## config.mk

```make
export PLATFORM = sky130hd
export DESIGN_NAME = actuator_command_queue_arq
export DESIGN_NICKNAME = d
export VERILOG_FILES = /design/src/design/acq_pkg.sv /design/src/design/acq_ctrl.sv /design/src/design/acq_datapath.sv /design/src/design/actuator_command_queue_arq.sv
export SDC_FILE = /design/constraint.sdc
export NUM_CORES = 1
export LEC_CHECK = 0
export ABC_AREA = 1
export BUFFER_PORTS_ARGS = -buffer_cell sky130_fd_sc_hd__clkbuf_2
export CORE_ASPECT_RATIO = 1.2
export CORE_MARGIN = 4
export CORE_UTILIZATION = 44
export CTS_CLUSTER_SIZE = 25
export DETAILED_ROUTE_END_ITERATION = 12
export HOLD_SLACK_MARGIN = 0.03
export SLEW_MARGIN = 20
export SYNTH_ARGS = -nofsm -noshare
export SYNTH_HDL_FRONTEND = slang
export SYNTH_SLANG_ARGS = --single-unit
```

## constraint.sdc

```tcl
create_clock -name i_clk -period 6.25 [get_ports i_clk]
set_input_delay 1.25 -clock i_clk [delete_from_list [all_inputs] [get_ports i_clk]]
set_output_delay 1.25 -clock i_clk [all_outputs]
set_load 0.03 [all_outputs]
```

## src/design/acq_pkg.sv

```systemverilog
// Shared types and codes for the actuator command queue.
package acq_pkg;

    localparam logic [1:0] OP_CMD  = 2'd0;
    localparam logic [1:0] OP_ACK  = 2'd1;
    localparam logic [1:0] OP_TICK = 2'd2;

    localparam logic [1:0] RES_OK     = 2'd0;
    localparam logic [1:0] RES_QFULL  = 2'd1;
    localparam logic [1:0] RES_NOINIT = 2'd2;
    localparam logic [1:0] RES_REJECT = 2'd3;

    localparam logic [1:0] ACT_NONE = 2'd0;
    localparam logic [1:0] ACT_TX   = 2'd1;
    localparam logic [1:0] ACT_STOP = 2'd2;

    localparam logic [2:0] CMD_QUEUED    = 3'd0;
    localparam logic [2:0] CMD_BAD_SPEED = 3'd1;
    localparam logic [2:0] CMD_ZERO_DUR  = 3'd2;
    localparam logic [2:0] CMD_DISARMED  = 3'd3;
    localparam logic [2:0] CMD_QFULL     = 3'd4;
    localparam logic [2:0] CMD_NONE      = 3'd5;

    localparam logic [2:0] ACK_DONE     = 3'd0;
    localparam logic [2:0] ACK_DEFER    = 3'd1;
    localparam logic [2:0] ACK_REJECTED = 3'd2;
    localparam logic [2:0] ACK_MISMATCH = 3'd3;
    localparam logic [2:0] ACK_NONE     = 3'd4;

    localparam logic signed [15:0] SPEED_MIN = -16'sd16384;
    localparam logic signed [15:0] SPEED_MAX = 16'sd16384;
    localparam logic [15:0] TIMEOUT_RESET = 16'd1000;

    typedef enum logic [1:0] {
        ST_IDLE,
        ST_CHECK,
        ST_READ,
        ST_UPDATE
    } t_state;

    typedef struct packed {
        logic latch;
        logic check;
        logic read;
        logic update;
    } t_dp_ctrl;

endpackage

```

## src/design/acq_ctrl.sv

```systemverilog
// Sequencer that steps one transaction through check, ring read and update.
module acq_ctrl import acq_pkg::*; (
    input  logic     i_clk,
    input  logic     i_rst_n,
    input  logic     i_start,
    output logic     o_busy,
    output t_dp_ctrl o_ctrl
);

    t_state r_state;
    t_state n_state;

    always_ff @(posedge i_clk) begin
        if (!i_rst_n) begin
            r_state <= ST_IDLE;
        end else begin
            r_state <= n_state;
        end
    end

    always_comb begin
        n_state = r_state;
        unique case (r_state)
            ST_IDLE: begin
                if (i_start) begin
                    n_state = ST_CHECK;
                end
            end
            ST_CHECK:  n_state = ST_READ;
            ST_READ:   n_state = ST_UPDATE;
            ST_UPDATE: n_state = ST_IDLE;
            default:   n_state = ST_IDLE;
        endcase
    end

    always_comb begin
        o_ctrl = '0;
        o_busy = 1'b1;
        unique case (r_state)
            ST_IDLE: begin
                o_busy       = 1'b0;
                o_ctrl.latch = i_start;
            end
            ST_CHECK:  o_ctrl.check  = 1'b1;
            ST_READ:   o_ctrl.read   = 1'b1;
            ST_UPDATE: o_ctrl.update = 1'b1;
            default:   o_busy        = 1'b1;
        endcase
    end

endmodule

```

## src/design/acq_datapath.sv

```systemverilog
// Command ring, pending task registers, ack handling and result registers.
module acq_datapath import acq_pkg::*; #(
    parameter int QUEUE_DEPTH = 8
) (
    input  logic               i_clk,
    input  logic               i_rst_n,
    input  t_dp_ctrl           i_ctrl,
    input  logic               i_cfg_valid,
    input  logic [15:0]        i_cfg_data,
    input  logic [1:0]         i_opcode,
    input  logic               i_armed,
    input  logic [31:0]        i_now_ms,
    input  logic signed [15:0] i_speed_q,
    input  logic [31:0]        i_duration_in,
    input  logic [31:0]        i_ack_task_id,
    input  logic [1:0]         i_ack_result,
    output logic               o_done,
    output logic [1:0]         o_action,
    output logic [31:0]        o_task_id,
    output logic signed [10:0] o_power,
    output logic [31:0]        o_duration_out,
    output logic [2:0]         o_cmd_status,
    output logic [2:0]         o_ack_status,
    output logic [3:0]         o_ring_fill
);

    localparam int AW = $clog2(QUEUE_DEPTH);
    localparam int CW = $clog2(QUEUE_DEPTH + 1);
    localparam logic [AW-1:0] LAST_SLOT = AW'(QUEUE_DEPTH - 1);
    localparam logic [CW-1:0] FULL_COUNT = CW'(QUEUE_DEPTH);

    // latched transaction
    logic [1:0]         r_op;
    logic               r_armed;
    logic [31:0]        r_now;
    logic signed [15:0] r_speed;
    logic [31:0]        r_dur;
    logic [31:0]        r_ack_id;
    logic [1:0]         r_ack_res;

    logic [15:0]        r_timeout;

    logic [AW-1:0]      r_head, n_head;
    logic [AW-1:0]      r_tail, n_tail;
    logic [CW-1:0]      r_count, n_count;
    logic               r_pv, n_pv;
    logic [31:0]        r_pid, n_pid;
    logic signed [10:0] r_ppow, n_ppow;
    logic [31:0]        r_pdur, n_pdur;
    logic [31:0]        r_next_id, n_next_id;
    logic [31:0]        r_last, n_last;
    logic               r_upd, n_upd;
    logic               r_stop, n_stop;
    logic [2:0]         r_cmd_st, n_cmd_st;
    logic [2:0]         r_ack_st, n_ack_st;
    logic               r_done, n_done;

    logic signed [10:0] r_ring_pow [QUEUE_DEPTH];
    logic [31:0]        r_ring_dur [QUEUE_DEPTH];
    logic signed [10:0] r_rd_pow;
    logic [31:0]        r_rd_dur;

    logic [1:0]         r_out_action, n_out_action;
    logic [31:0]        r_out_tid, n_out_tid;
    logic signed [10:0] r_out_pow, n_out_pow;
    logic [31:0]        r_out_dur, n_out_dur;
    logic [2:0]         r_out_cmd, n_out_cmd;
    logic [2:0]         r_out_ack, n_out_ack;
    logic [3:0]         r_out_qc, n_out_qc;

    logic               w_push;
    logic [15:0]        w_mag;
    logic [20:0]        w_prod;
    logic [10:0]        w_pmag;
    logic signed [10:0] w_pow;
    logic               w_sent;
    logic [31:0]        w_age;

    function automatic logic [AW-1:0] slot_inc(input logic [AW-1:0] s);
        return (s == LAST_SLOT) ? '0 : s + AW'(1);
    endfunction

    // rounding half away from zero: (|speed| * 1000 + 8192) >> 14
    always_comb begin
        w_mag  = r_speed[15] ? 16'(-r_speed) : 16'(r_speed);
        w_prod = 21'(w_mag[14:0]) * 21'd125 + 21'd1024;
        w_pmag = {1'b0, w_prod[20:11]};
        w_pow  = r_speed[15] ? -$signed(w_pmag) : $signed(w_pmag);
        w_age  = r_now - r_last;
    end

    always_comb begin
        n_head       = r_head;
        n_tail       = r_tail;
        n_count      = r_count;
        n_pv         = r_pv;
        n_pid        = r_pid;
        n_ppow       = r_ppow;
        n_pdur       = r_pdur;
        n_next_id    = r_next_id;
        n_last       = r_last;
        n_upd        = r_upd;
        n_stop       = r_stop;
        n_cmd_st     = r_cmd_st;
        n_ack_st     = r_ack_st;
        n_done       = 1'b0;
        n_out_action = r_out_action;
        n_out_tid    = r_out_tid;
        n_out_pow    = r_out_pow;
        n_out_dur    = r_out_dur;
        n_out_cmd    = r_out_cmd;
        n_out_ack    = r_out_ack;
        n_out_qc     = r_out_qc;
        w_push       = 1'b0;
        w_sent       = 1'b0;

        if (i_ctrl.check) begin
            n_upd    = 1'b0;
            n_stop   = 1'b0;
            n_cmd_st = CMD_NONE;
            n_ack_st = ACK_NONE;
            case (r_op) inside
                OP_CMD: begin
                    if (r_speed < SPEED_MIN || r_speed > SPEED_MAX) begin
                        n_cmd_st = CMD_BAD_SPEED;
                    end else if (r_dur == 32'd0) begin
                        n_cmd_st = CMD_ZERO_DUR;
                    end else if (!r_armed) begin
                        n_cmd_st = CMD_DISARMED;
                    end else if (r_count >= FULL_COUNT) begin
                        n_cmd_st = CMD_QFULL;
                    end else begin
                        n_cmd_st = CMD_QUEUED;
                        w_push   = 1'b1;
                        n_tail   = slot_inc(r_tail);
                        n_count  = r_count + CW'(1);
                        n_upd    = 1'b1;
                    end
                end
                OP_ACK, OP_TICK: begin
                    n_upd  = 1'b1;
                    n_stop = !r_armed;
                    if (r_op == OP_ACK) begin
                        if (!r_pv || r_ack_id != r_pid) begin
                            n_ack_st = ACK_MISMATCH;
                        end else begin
                            case (r_ack_res) inside
                                RES_OK: begin
                                    n_pv      = 1'b0;
                                    n_next_id = r_pid + 32'd1;
                                    n_ack_st  = ACK_DONE;
                                end
                                RES_QFULL, RES_NOINIT: begin
                                    n_last   = r_now;
                                    n_ack_st = ACK_DEFER;
                                end
                                default: begin
                                    n_pv     = 1'b0;
                                    n_ack_st = ACK_REJECTED;
                                end
                            endcase
                            if (!n_pv && r_count != '0) begin
                                n_head  = slot_inc(r_head);
                                n_count = r_count - CW'(1);
                            end
                        end
                    end
                    // disarmed with nothing pending: flush the ring
                    if (!r_armed && !n_pv) begin
                        n_head  = '0;
                        n_tail  = '0;
                        n_count = '0;
                    end
                end
                default: begin
                end
            endcase
        end

        if (i_ctrl.update) begin
            if (r_upd && r_armed) begin
                if (!r_pv && r_count != '0) begin
                    n_pid  = r_next_id;
                    n_ppow = r_rd_pow;
                    n_pdur = r_rd_dur;
                    n_pv   = 1'b1;
                    n_last = r_now;
                    w_sent = 1'b1;
                end else if (r_pv && w_age >= {16'd0, r_timeout}) begin
                    n_last = r_now;
                    w_sent = 1'b1;
                end
            end
            n_done       = 1'b1;
            n_out_action = w_sent ? ACT_TX : (r_stop ? ACT_STOP : ACT_NONE);
            n_out_tid    = w_sent ? n_pid : 32'd0;
            n_out_pow    = w_sent ? n_ppow : 11'sd0;
            n_out_dur    = w_sent ? n_pdur : 32'd0;
            n_out_cmd    = r_cmd_st;
            n_out_ack    = r_ack_st;
            n_out_qc     = 4'(r_count);
        end
    end

    always_ff @(posedge i_clk) begin
        if (!i_rst_n) begin
            r_timeout <= TIMEOUT_RESET;
            r_head    <= '0;
            r_tail    <= '0;
            r_count   <= '0;
            r_pv      <= 1'b0;
            r_pid     <= '0;
            r_ppow    <= '0;
            r_pdur    <= '0;
            r_next_id <= '0;
            r_last    <= '0;
            r_upd     <= 1'b0;
            r_stop    <= 1'b0;
            r_done    <= 1'b0;
        end else begin
            if (i_cfg_valid) begin
                r_timeout <= i_cfg_data;
            end
            r_head    <= n_head;
            r_tail    <= n_tail;
            r_count   <= n_count;
            r_pv      <= n_pv;
            r_pid     <= n_pid;
            r_ppow    <= n_ppow;
            r_pdur    <= n_pdur;
            r_next_id <= n_next_id;
            r_last    <= n_last;
            r_upd     <= n_upd;
            r_stop    <= n_stop;
            r_done    <= n_done;
        end
    end

    always_ff @(posedge i_clk) begin
        if (i_ctrl.latch) begin
            r_op      <= i_opcode;
            r_armed   <= i_armed;
            r_now     <= i_now_ms;
            r_speed   <= i_speed_q;
            r_dur     <= i_duration_in;
            r_ack_id  <= i_ack_task_id;
            r_ack_res <= i_ack_result;
        end
        r_cmd_st     <= n_cmd_st;
        r_ack_st     <= n_ack_st;
        r_out_action <= n_out_action;
        r_out_tid    <= n_out_tid;
        r_out_pow    <= n_out_pow;
        r_out_dur    <= n_out_dur;
        r_out_cmd    <= n_out_cmd;
        r_out_ack    <= n_out_ack;
        r_out_qc     <= n_out_qc;
    end

    always_ff @(posedge i_clk) begin
        if (w_push) begin
            r_ring_pow[r_tail] <= w_pow;
            r_ring_dur[r_tail] <= r_dur;
        end
        if (i_ctrl.read) begin
            r_rd_pow <= r_ring_pow[r_head];
            r_rd_dur <= r_ring_dur[r_head];
        end
    end

    assign o_done         = r_done;
    assign o_action       = r_out_action;
    assign o_task_id      = r_out_tid;
    assign o_power        = r_out_pow;
    assign o_duration_out = r_out_dur;
    assign o_cmd_status   = r_out_cmd;
    assign o_ack_status   = r_out_ack;
    assign o_ring_fill    = r_out_qc;

endmodule

```

## src/design/actuator_command_queue_arq.sv

```systemverilog
// Stop-and-wait sender for timed actuator commands, fed through a command ring.
//
// Input: an item (command, ack or tick) is taken at a clock edge with start
// high and busy low. Each transaction then runs check, ring read and update;
// the ring read uses the memory's single registered read port at the head.
// Result: o_done is high for one cycle, after the check, ring read and update
// states, carrying all result fields. Busy drops in the cycle the result is
// shown, so the next start can be taken while the result is on the ports;
// no new item is taken while busy is high.
// Config: i_cfg_valid/o_cfg_ready write the ack timeout (ms). Ready is
// always high; write only while busy is low.
// Reset (i_rst_n low, synchronous): ring empty, nothing pending, task id
// zero, timeout 1000 ms. Ring contents are not cleared.
// The receiver cannot stall: each result is valid only in its o_done cycle.
module actuator_command_queue_arq import acq_pkg::*; #(
    parameter int QUEUE_DEPTH = 8
) (
    input  logic               i_clk,
    input  logic               i_rst_n,
    input  logic               start,
    output logic               busy,
    input  logic               i_cfg_valid,
    output logic               o_cfg_ready,
    input  logic [15:0]        i_cfg_data,
    input  logic [1:0]         i_opcode,
    input  logic               i_armed,
    input  logic [31:0]        i_now_ms,
    input  logic signed [15:0] i_speed_q,
    input  logic [31:0]        i_duration_in,
    input  logic [31:0]        i_ack_task_id,
    input  logic [1:0]         i_ack_result,
    output logic               o_done,
    output logic [1:0]         o_action,
    output logic [31:0]        o_task_id,
    output logic signed [10:0] o_power,
    output logic [31:0]        o_duration_out,
    output logic [2:0]         o_cmd_status,
    output logic [2:0]         o_ack_status,
    output logic [3:0]         o_ring_fill
);

    t_dp_ctrl w_ctrl;

    assign o_cfg_ready = 1'b1;

    acq_ctrl u_ctrl (
        .i_clk   (i_clk),
        .i_rst_n (i_rst_n),
        .i_start (start),
        .o_busy  (busy),
        .o_ctrl  (w_ctrl)
    );

    acq_datapath #(
        .QUEUE_DEPTH (QUEUE_DEPTH)
    ) u_dp (
        .i_clk          (i_clk),
        .i_rst_n        (i_rst_n),
        .i_ctrl         (w_ctrl),
        .i_cfg_valid    (i_cfg_valid),
        .i_cfg_data     (i_cfg_data),
        .i_opcode       (i_opcode),
        .i_armed        (i_armed),
        .i_now_ms       (i_now_ms),
        .i_speed_q      (i_speed_q),
        .i_duration_in  (i_duration_in),
        .i_ack_task_id  (i_ack_task_id),
        .i_ack_result   (i_ack_result),
        .o_done         (o_done),
        .o_action       (o_action),
        .o_task_id      (o_task_id),
        .o_power        (o_power),
        .o_duration_out (o_duration_out),
        .o_cmd_status   (o_cmd_status),
        .o_ack_status   (o_ack_status),
        .o_ring_fill    (o_ring_fill)
    );

endmodule

```

==> results.yml, run 1 <==
worst_setup_path:
  critPathMaxFanout: 8
  critPathLaunchType: "register"
  cp_slowest_cell: "fa_1"
  end_kind: "register"
  required_ns: 6.60
  reg2reg_depth: 28
  regToRegSetupSlack_ns: 0.38
  crit_arrival_ns: 6.23
  critPathKind: "reg -> reg"
  cpPeakStageDelay_ns: 0.52
logic_synthesis:
  synth-seq-cells: 768
  synth_seq_area_share_pct: 59.0
  synth_cell_types: 47
  synthesis.area_um2: 36200
  syn_nets: 3916
  synthCells: 3616
  ys_warn_count: 0
  synth_area_per_cell_um2: 10.0
sta:
  fmax_mhz: 170
  post-route-period-util_pct: 94.0
  worst_pin_slew_ns: 1.06
  setup_violations: 0
  report.final.slew_viol_count: 0
  layout_setup_ws_ns: 0.375
  finalHoldViolCount: 0
  tns_ns: 0
  fin_crit_ns: 5.87
  relSlewSlack_pct: 29.3
  skew_ns: 0.0176
clock_network:
  insertion_delay_ns: 0.62
  cts_sinks: 768
  cts_hold_buf: 0
  htreeDepth: 3
  cts_buffers: 82
  clockBufferDepth: 3
  cts-root-buf: "clkbuf_16"
  cts_tree: "built"
  clkSlewWorstSetupHoldPaths_ns: 0.06
floorplanning:
  dieHeight_um: 322
  coreArea_um2: 81000
  rows: 114
  start_util_pct: 44.7
  dieWidth_um: 270
  io_pins: 227
  die_area_um2: 86900
global_routing:
  grt_max_degree: 93
  grt_pass1_vias: 24451
  grt.total_usage_pct: 19.2
  grt_pass1_wl_um: 133000
  antenna_found_initial: 0
  overflow: 0
place:
  place_hpwl_um: 53400
  place_ws_ns: -0.0485
  gp_congestion: 0.879
  port_buffers: 225
hold_path:
  worstHoldPathType: "reg -> reg"
  whs_path_depth: 0
drt:
  firstDrtPassIters: 5
  wirelength_um: 84400
  drc: 0
  ant_nets: 0
  vias_per_cell: 5.08
  wl_per_cell_um: 17.1
  num_vias: 25035
  drt_iter0_markers: 1565
cells_and_area:
  final_nets: 4122
  diodes: 0
  drive_above_1_share_pct: 12.8
  n_fill_cell: 7337
  utilization_pct: 50.9
  syn_to_final_growth_pct: 14.0
job:
  cap_violations: 0
outcome:
  run_status: "complete, no violations"
==> Yosys cell counts, drive strengths merged <==
master / n / share of area, %
edfxtp: 597 / 50
inv: 471 / 4.9
conb: 1 / 0.010
nor3: 33 / 0.54
a21boi: 1 / 0.021
a21o: 3 / 0.062
o211ai: 57 / 1.2
a21oi: 92 / 1.3
nand4: 28 / 0.48
nand2: 536 / 5.6
o21a: 2 / 0.041
mux2i: 44 / 1.2
o31ai: 1 / 0.021
fa: 44 / 2.4
nor4: 18 / 0.35
nand3: 79 / 1.2
nor2: 601 / 6.3
xor2: 71 / 1.7
clkbuf: 109 / 1.1
o22ai: 43 / 0.74
buf: 38 / 0.59
xnor2: 27 / 0.65
or2: 20 / 0.35
o21ai: 319 / 4.4
clkinv: 1 / 0.010
nand3b: 7 / 0.15
a211oi: 21 / 0.44
and2: 5 / 0.086
o21bai: 8 / 0.17
ha: 119 / 4.1
a31oi: 49 / 0.85
dfxtp: 171 / 9.5
==> placed cells by master (no fill, tap or decap), types with 17 or more instances in the layout <==
cell	instances
o22ai_1	43
xnor2_1	26
inv_1	449
o21ai_0	305
a211oi_1	21
clkbuf_2	224
ha_1	113
buf_4	45
nand4_1	28
inv_2	19
nor3_2	17
nor2_1	590
a21oi_1	89
dfxtp_1	169
nand2_1	527
xor2_1	64
or2_2	19
clkbuf_16	85
fa_1	44
a31oi_1	49
edfxtp_1	597
o211ai_1	57
nand3_1	69
mux2i_1	44
==> state kept, by name, indices dropped and copies added (netlist names), 4 cells and up <==
register	flops
u_dp.r_now	32
u_dp.r_rd_dur	32
u_dp.o_power	11
u_dp.r_ring_dur	256
u_dp.o_ring_fill	4
u_dp.r_pid	32
u_dp.r_ppow	11
u_dp.r_last	32
u_dp.r_speed	16
u_dp.r_timeout	16
u_dp.r_ack_id	32
u_dp.r_dur	32
u_dp.r_count	4
u_dp.r_rd_pow	11
u_dp.o_duration_out	32
u_dp.o_task_id	32
u_dp.r_ring_pow	88
u_dp.r_next_id	32
u_dp.r_pdur	32
==> area by class of cell <==
class                      count  area, um^2  area share [%]
clock buffer                 106        2270            5.49
clock inverter                42         422            1.02
inverter                     472        1780            4.32
multi-input combinational   2229       12700            30.7
sequential                   768       21400            51.7
tap                         1044        1310            3.16
timing repair buffer         269        1460            3.53
==> worst max-delay path: cells and delay by family (launching register included) <==
family          cells  cell delay, ns
flops               1            0.42
compound gates      3            0.38
fa+ha+maj           6            2.45
simple gates       13            1.86
xor+xnor            1            0.15
buf+inv             5            0.34
==> cells by family (layout without fill, tap and decap cells) <==
family	Yosys count	in the layout	synth area share, %
simple gates	1327	1327	15.0
other cells	1	1	0.0104
mux	44	44	1.22
compound gates	596	596	9.21
xor+xnor	98	98	2.37
buf+inv	619	889	6.63
flops	768	768	59.0
fa+ha+maj	163	163	6.55
==> final timing paths <==
| check | startpoint | endpoint |
|---|---|---|
| worst max-delay path | u_dp.r_speed[0]$_DFFE_PP_ | u_dp.r_ring_pow[3][9]$_DFFE_PP_ |
| worst min-delay path | u_dp.r_ack_st[1]$_SDFFCE_PP0P_ | u_dp.o_ack_status[1]$_DFFE_PP_ |
| worst max register to register | u_dp.r_speed[0]$_DFFE_PP_ | u_dp.r_ring_pow[3][9]$_DFFE_PP_ |
| worst min register to register | u_dp.r_ack_st[1]$_SDFFCE_PP0P_ | u_dp.o_ack_status[1]$_DFFE_PP_ |
==> routing by layer <==
metal / up-vias / global-route usage (%) / part of all wire, %
met1: 11809 / 25.2 / 44
met3: 133 / 2.80 / 4.9
li1: 12512 / - / -
met5: - / 0 / 0
met4: 0 / 6.41 / 2.7
met2: 581 / 33.0 / 48
==> stage by stage <==
| step | cells | hold slack (ns) | cell area, um^2 |
|---|---|---|---|
| 6_report | 4930 | 0.419 | 41300 |
| 3_3_place_gp | 4781 | 0.402 | 38400 |
| 2_1_floorplan | 3616 | 0.400 | 36200 |
| 4_1_cts | 4929 | 0.420 | 41100 |
| 3_5_place_dp | 4781 | 0.406 | 38400 |
| 5_1_grt | 4930 | 0.441 | 41300 |
==> repair_timing <==
item	4_1_cts	5_1_grt
gates resized for setup	1	34
cloned	0	0
pin swaps	0	8
buffers inserted	0	1
endpoints found under the setup margin	24	64
Power of run 1 is left out: the tool's default activity adds up to more than one toggle a clock period on the data nets, which glitch-free logic cannot reach.
==> inputs of run 2 (changes only) <==
--- a/config.mk
+++ b/config.mk
@@ -9,7 +9,7 @@
 export BUFFER_PORTS_ARGS = -buffer_cell sky130_fd_sc_hd__clkbuf_2
 export CORE_ASPECT_RATIO = 1.2
 export CORE_MARGIN = 4
-export CORE_UTILIZATION = 44
+export CORE_UTILIZATION = 40
 export CTS_CLUSTER_SIZE = 25
 export DETAILED_ROUTE_END_ITERATION = 12
 export HOLD_SLACK_MARGIN = 0.03
==> run 2 against run 1 <==
Against the previous run:
- maximum frequency grew 0.20%
- via count about the same
- clock skew is 0.010 ns higher
- sequential cell count is the same
- final area increased by 1.1%
- routed wire length is 3.4% higher
- non-clock buffer count unchanged
- highest routed layer unchanged
- worst hold slack improved by 0.0036 ns
- utilization is 4.3 points lower
- count of clock-buffer cells in the layout rose by 4
==> results.yml, run 2 (synthesis gave the netlist of run 1 again) <==
floorplanning:
  io_pins: 227
  dieWidth_um: 283
  rows: 120
  dieHeight_um: 338
  coreArea_um2: 89500
  die_area_um2: 95400
  start_util_pct: 40.5
worst_setup_path:
  r2r_start: "u_dp.r_speed[0]$_DFFE_PP_"
  crit_arrival_ns: 6.22
  end_kind: "register"
  startpoint: "u_dp.r_speed[0]$_DFFE_PP_"
  cpMostUsedCell: "nand2_1"
  critPathKind: "reg -> reg"
  cp_slowest_cell: "fa_1"
  cpPeakStageDelay_ns: 0.53
  regToRegSetupSlack_ns: 0.39
  worstReg2RegEnd: "u_dp.r_ring_pow[7][7]$_DFFE_PP_"
  required_ns: 6.61
  critPathMaxFanout: 8
  critPathLaunchType: "register"
  reg2reg_depth: 30
global_routing:
  grt_pass1_vias: 24568
  antenna_found_initial: 1
  grt.total_usage_pct: 18.1
  grt_pass1_wl_um: 136000
  grt_max_degree: 92
  overflow: 0
drt:
  wl_met1_um: 38600
  wl_met3_um: 4450
  num_vias: 25034
  wirelength_um: 87200
  drt_iter0_markers: 1586
  firstDrtPassIters: 5
  drc: 0
  dr_wl_met2_um: 42300
  ant_nets: 0
  top_layer: "met4"
  wl_per_cell_um: 17.3
  vias_per_cell: 4.95
job:
  cap_violations: 0
sta:
  tns_ns: 0
  relSlewSlack_pct: 27.4
  skew_ns: 0.0279
  finalHoldViolCount: 0
  fin_crit_ns: 5.86
  fmax_mhz: 171
  report.final.slew_viol_count: 0
  post-route-period-util_pct: 93.8
  setup_violations: 0
  worst_pin_slew_ns: 1.09
place:
  gp_congestion: 0.857
  place_hpwl_um: 55400
  port_buffers: 225
clock_network:
  clockBufferDepth: 3
  cts_buffers: 83
  cts-root-buf: "clkbuf_16"
  cts_setup_buffers: 0
  cts_sinks: 768
  cts_tree: "built"
  insertion_delay_ns: 0.66
  clkSlewWorstSetupHoldPaths_ns: 0.06
  htreeDepth: 3
cells_and_area:
  final_common_cell: "edfxtp_1"
  most-common-layout-cells: "edfxtp_1 (597), nor2_1 (591), nand2_1 (528)"
  syn_to_final_growth_pct: 15.3
  largest_reg_flops: 256
  drive_above_1_share_pct: 13.0
  reg_top3: "u_dp.r_ring_dur: 256 flops, u_dp.r_ring_pow: 88 flops"
  utilization_pct: 46.6
  final_nets: 4123
  top_register: "u_dp.r_ring_dur"
outcome:
  run_status: "complete, no violations"
hold_path:
  holdPathEnd: "u_dp.o_cmd_status[0]$_DFFE_PP_"
  whs_path_depth: 0
  hp-start: "u_dp.r_cmd_st[0]$_SDFFCE_PP1P_"
  worstHoldPathType: "reg -> reg"
-- run 2: critical path: cells and delay by family, from the launching register on --
| family | cells | cell delay, ns |
|---|---|---|
| compound gates | 3 | 0.40 |
| xor+xnor | 2 | 0.33 |
| fa+ha+maj | 6 | 2.49 |
| buf+inv | 7 | 0.62 |
| flops | 1 | 0.44 |
| simple gates | 12 | 1.30 |
-- run 2: stage by stage --
stage / instances / setup slack (ns) / area [um^2] / hold slack, ns
CTS: 5052 / 0.00850 / 41500 / 0.422
detailed placement: 4897 / 0.0271 / 38600 / 0.407
finish: 5053 / 0.387 / 41700 / 0.422
global placement: 4897 / 0.113 / 38600 / 0.404
global route: 5053 / -0.0329 / 41700 / 0.443
floorplan: 3616 / 0.265 / 36200 / 0.400
-- run 2: layout make-up --
type | instances | area, um^2
antenna | 1 | 2.50
sequential | 768 | 21400
clock buffer | 110 | 2260
timing repair buffer | 269 | 1470
inverter | 472 | 1780
multi-input combinational | 2229 | 12800
tap | 1159 | 1450
fill | 8393 | 47700
clock inverter | 45 | 662
-- run 2: repair_timing --
| action | CTS | global route |
|---|---|---|
| hold buffers | 0 | 0 |
| setup endpoints to repair | 0 | 80 |
| resized for setup | 0 | 45 |
-- run 2: worst max path at each step --
stage / endpoint / slack, ns / cells after the start
after floorplan: u_dp.r_ring_pow[0][8]$_DFFE_PP_ / 0.27 / 32
after global placement: u_dp.r_ring_pow[0][8]$_DFFE_PP_ / 0.11 / 30
after detailed placement: u_dp.r_ring_pow[3][5]$_DFFE_PP_ / 0.03 / 26
after CTS: u_dp.r_ring_pow[7][5]$_DFFE_PP_ / 0.008 / 26
after global routing: u_dp.r_ring_pow[3][10]$_DFFE_PP_ / -0.03 / 25
final: u_dp.r_ring_pow[7][7]$_DFFE_PP_ / 0.39 / 30
-- run 2: metal layers --
metal,global-route usage (%),up-vias
li1,-,12522
met1,23.8,11810
met2,31.0,582
met3,2.80,120
met4,5.20,0
met5,0,-
Power of run 2 is left out for the same reason.
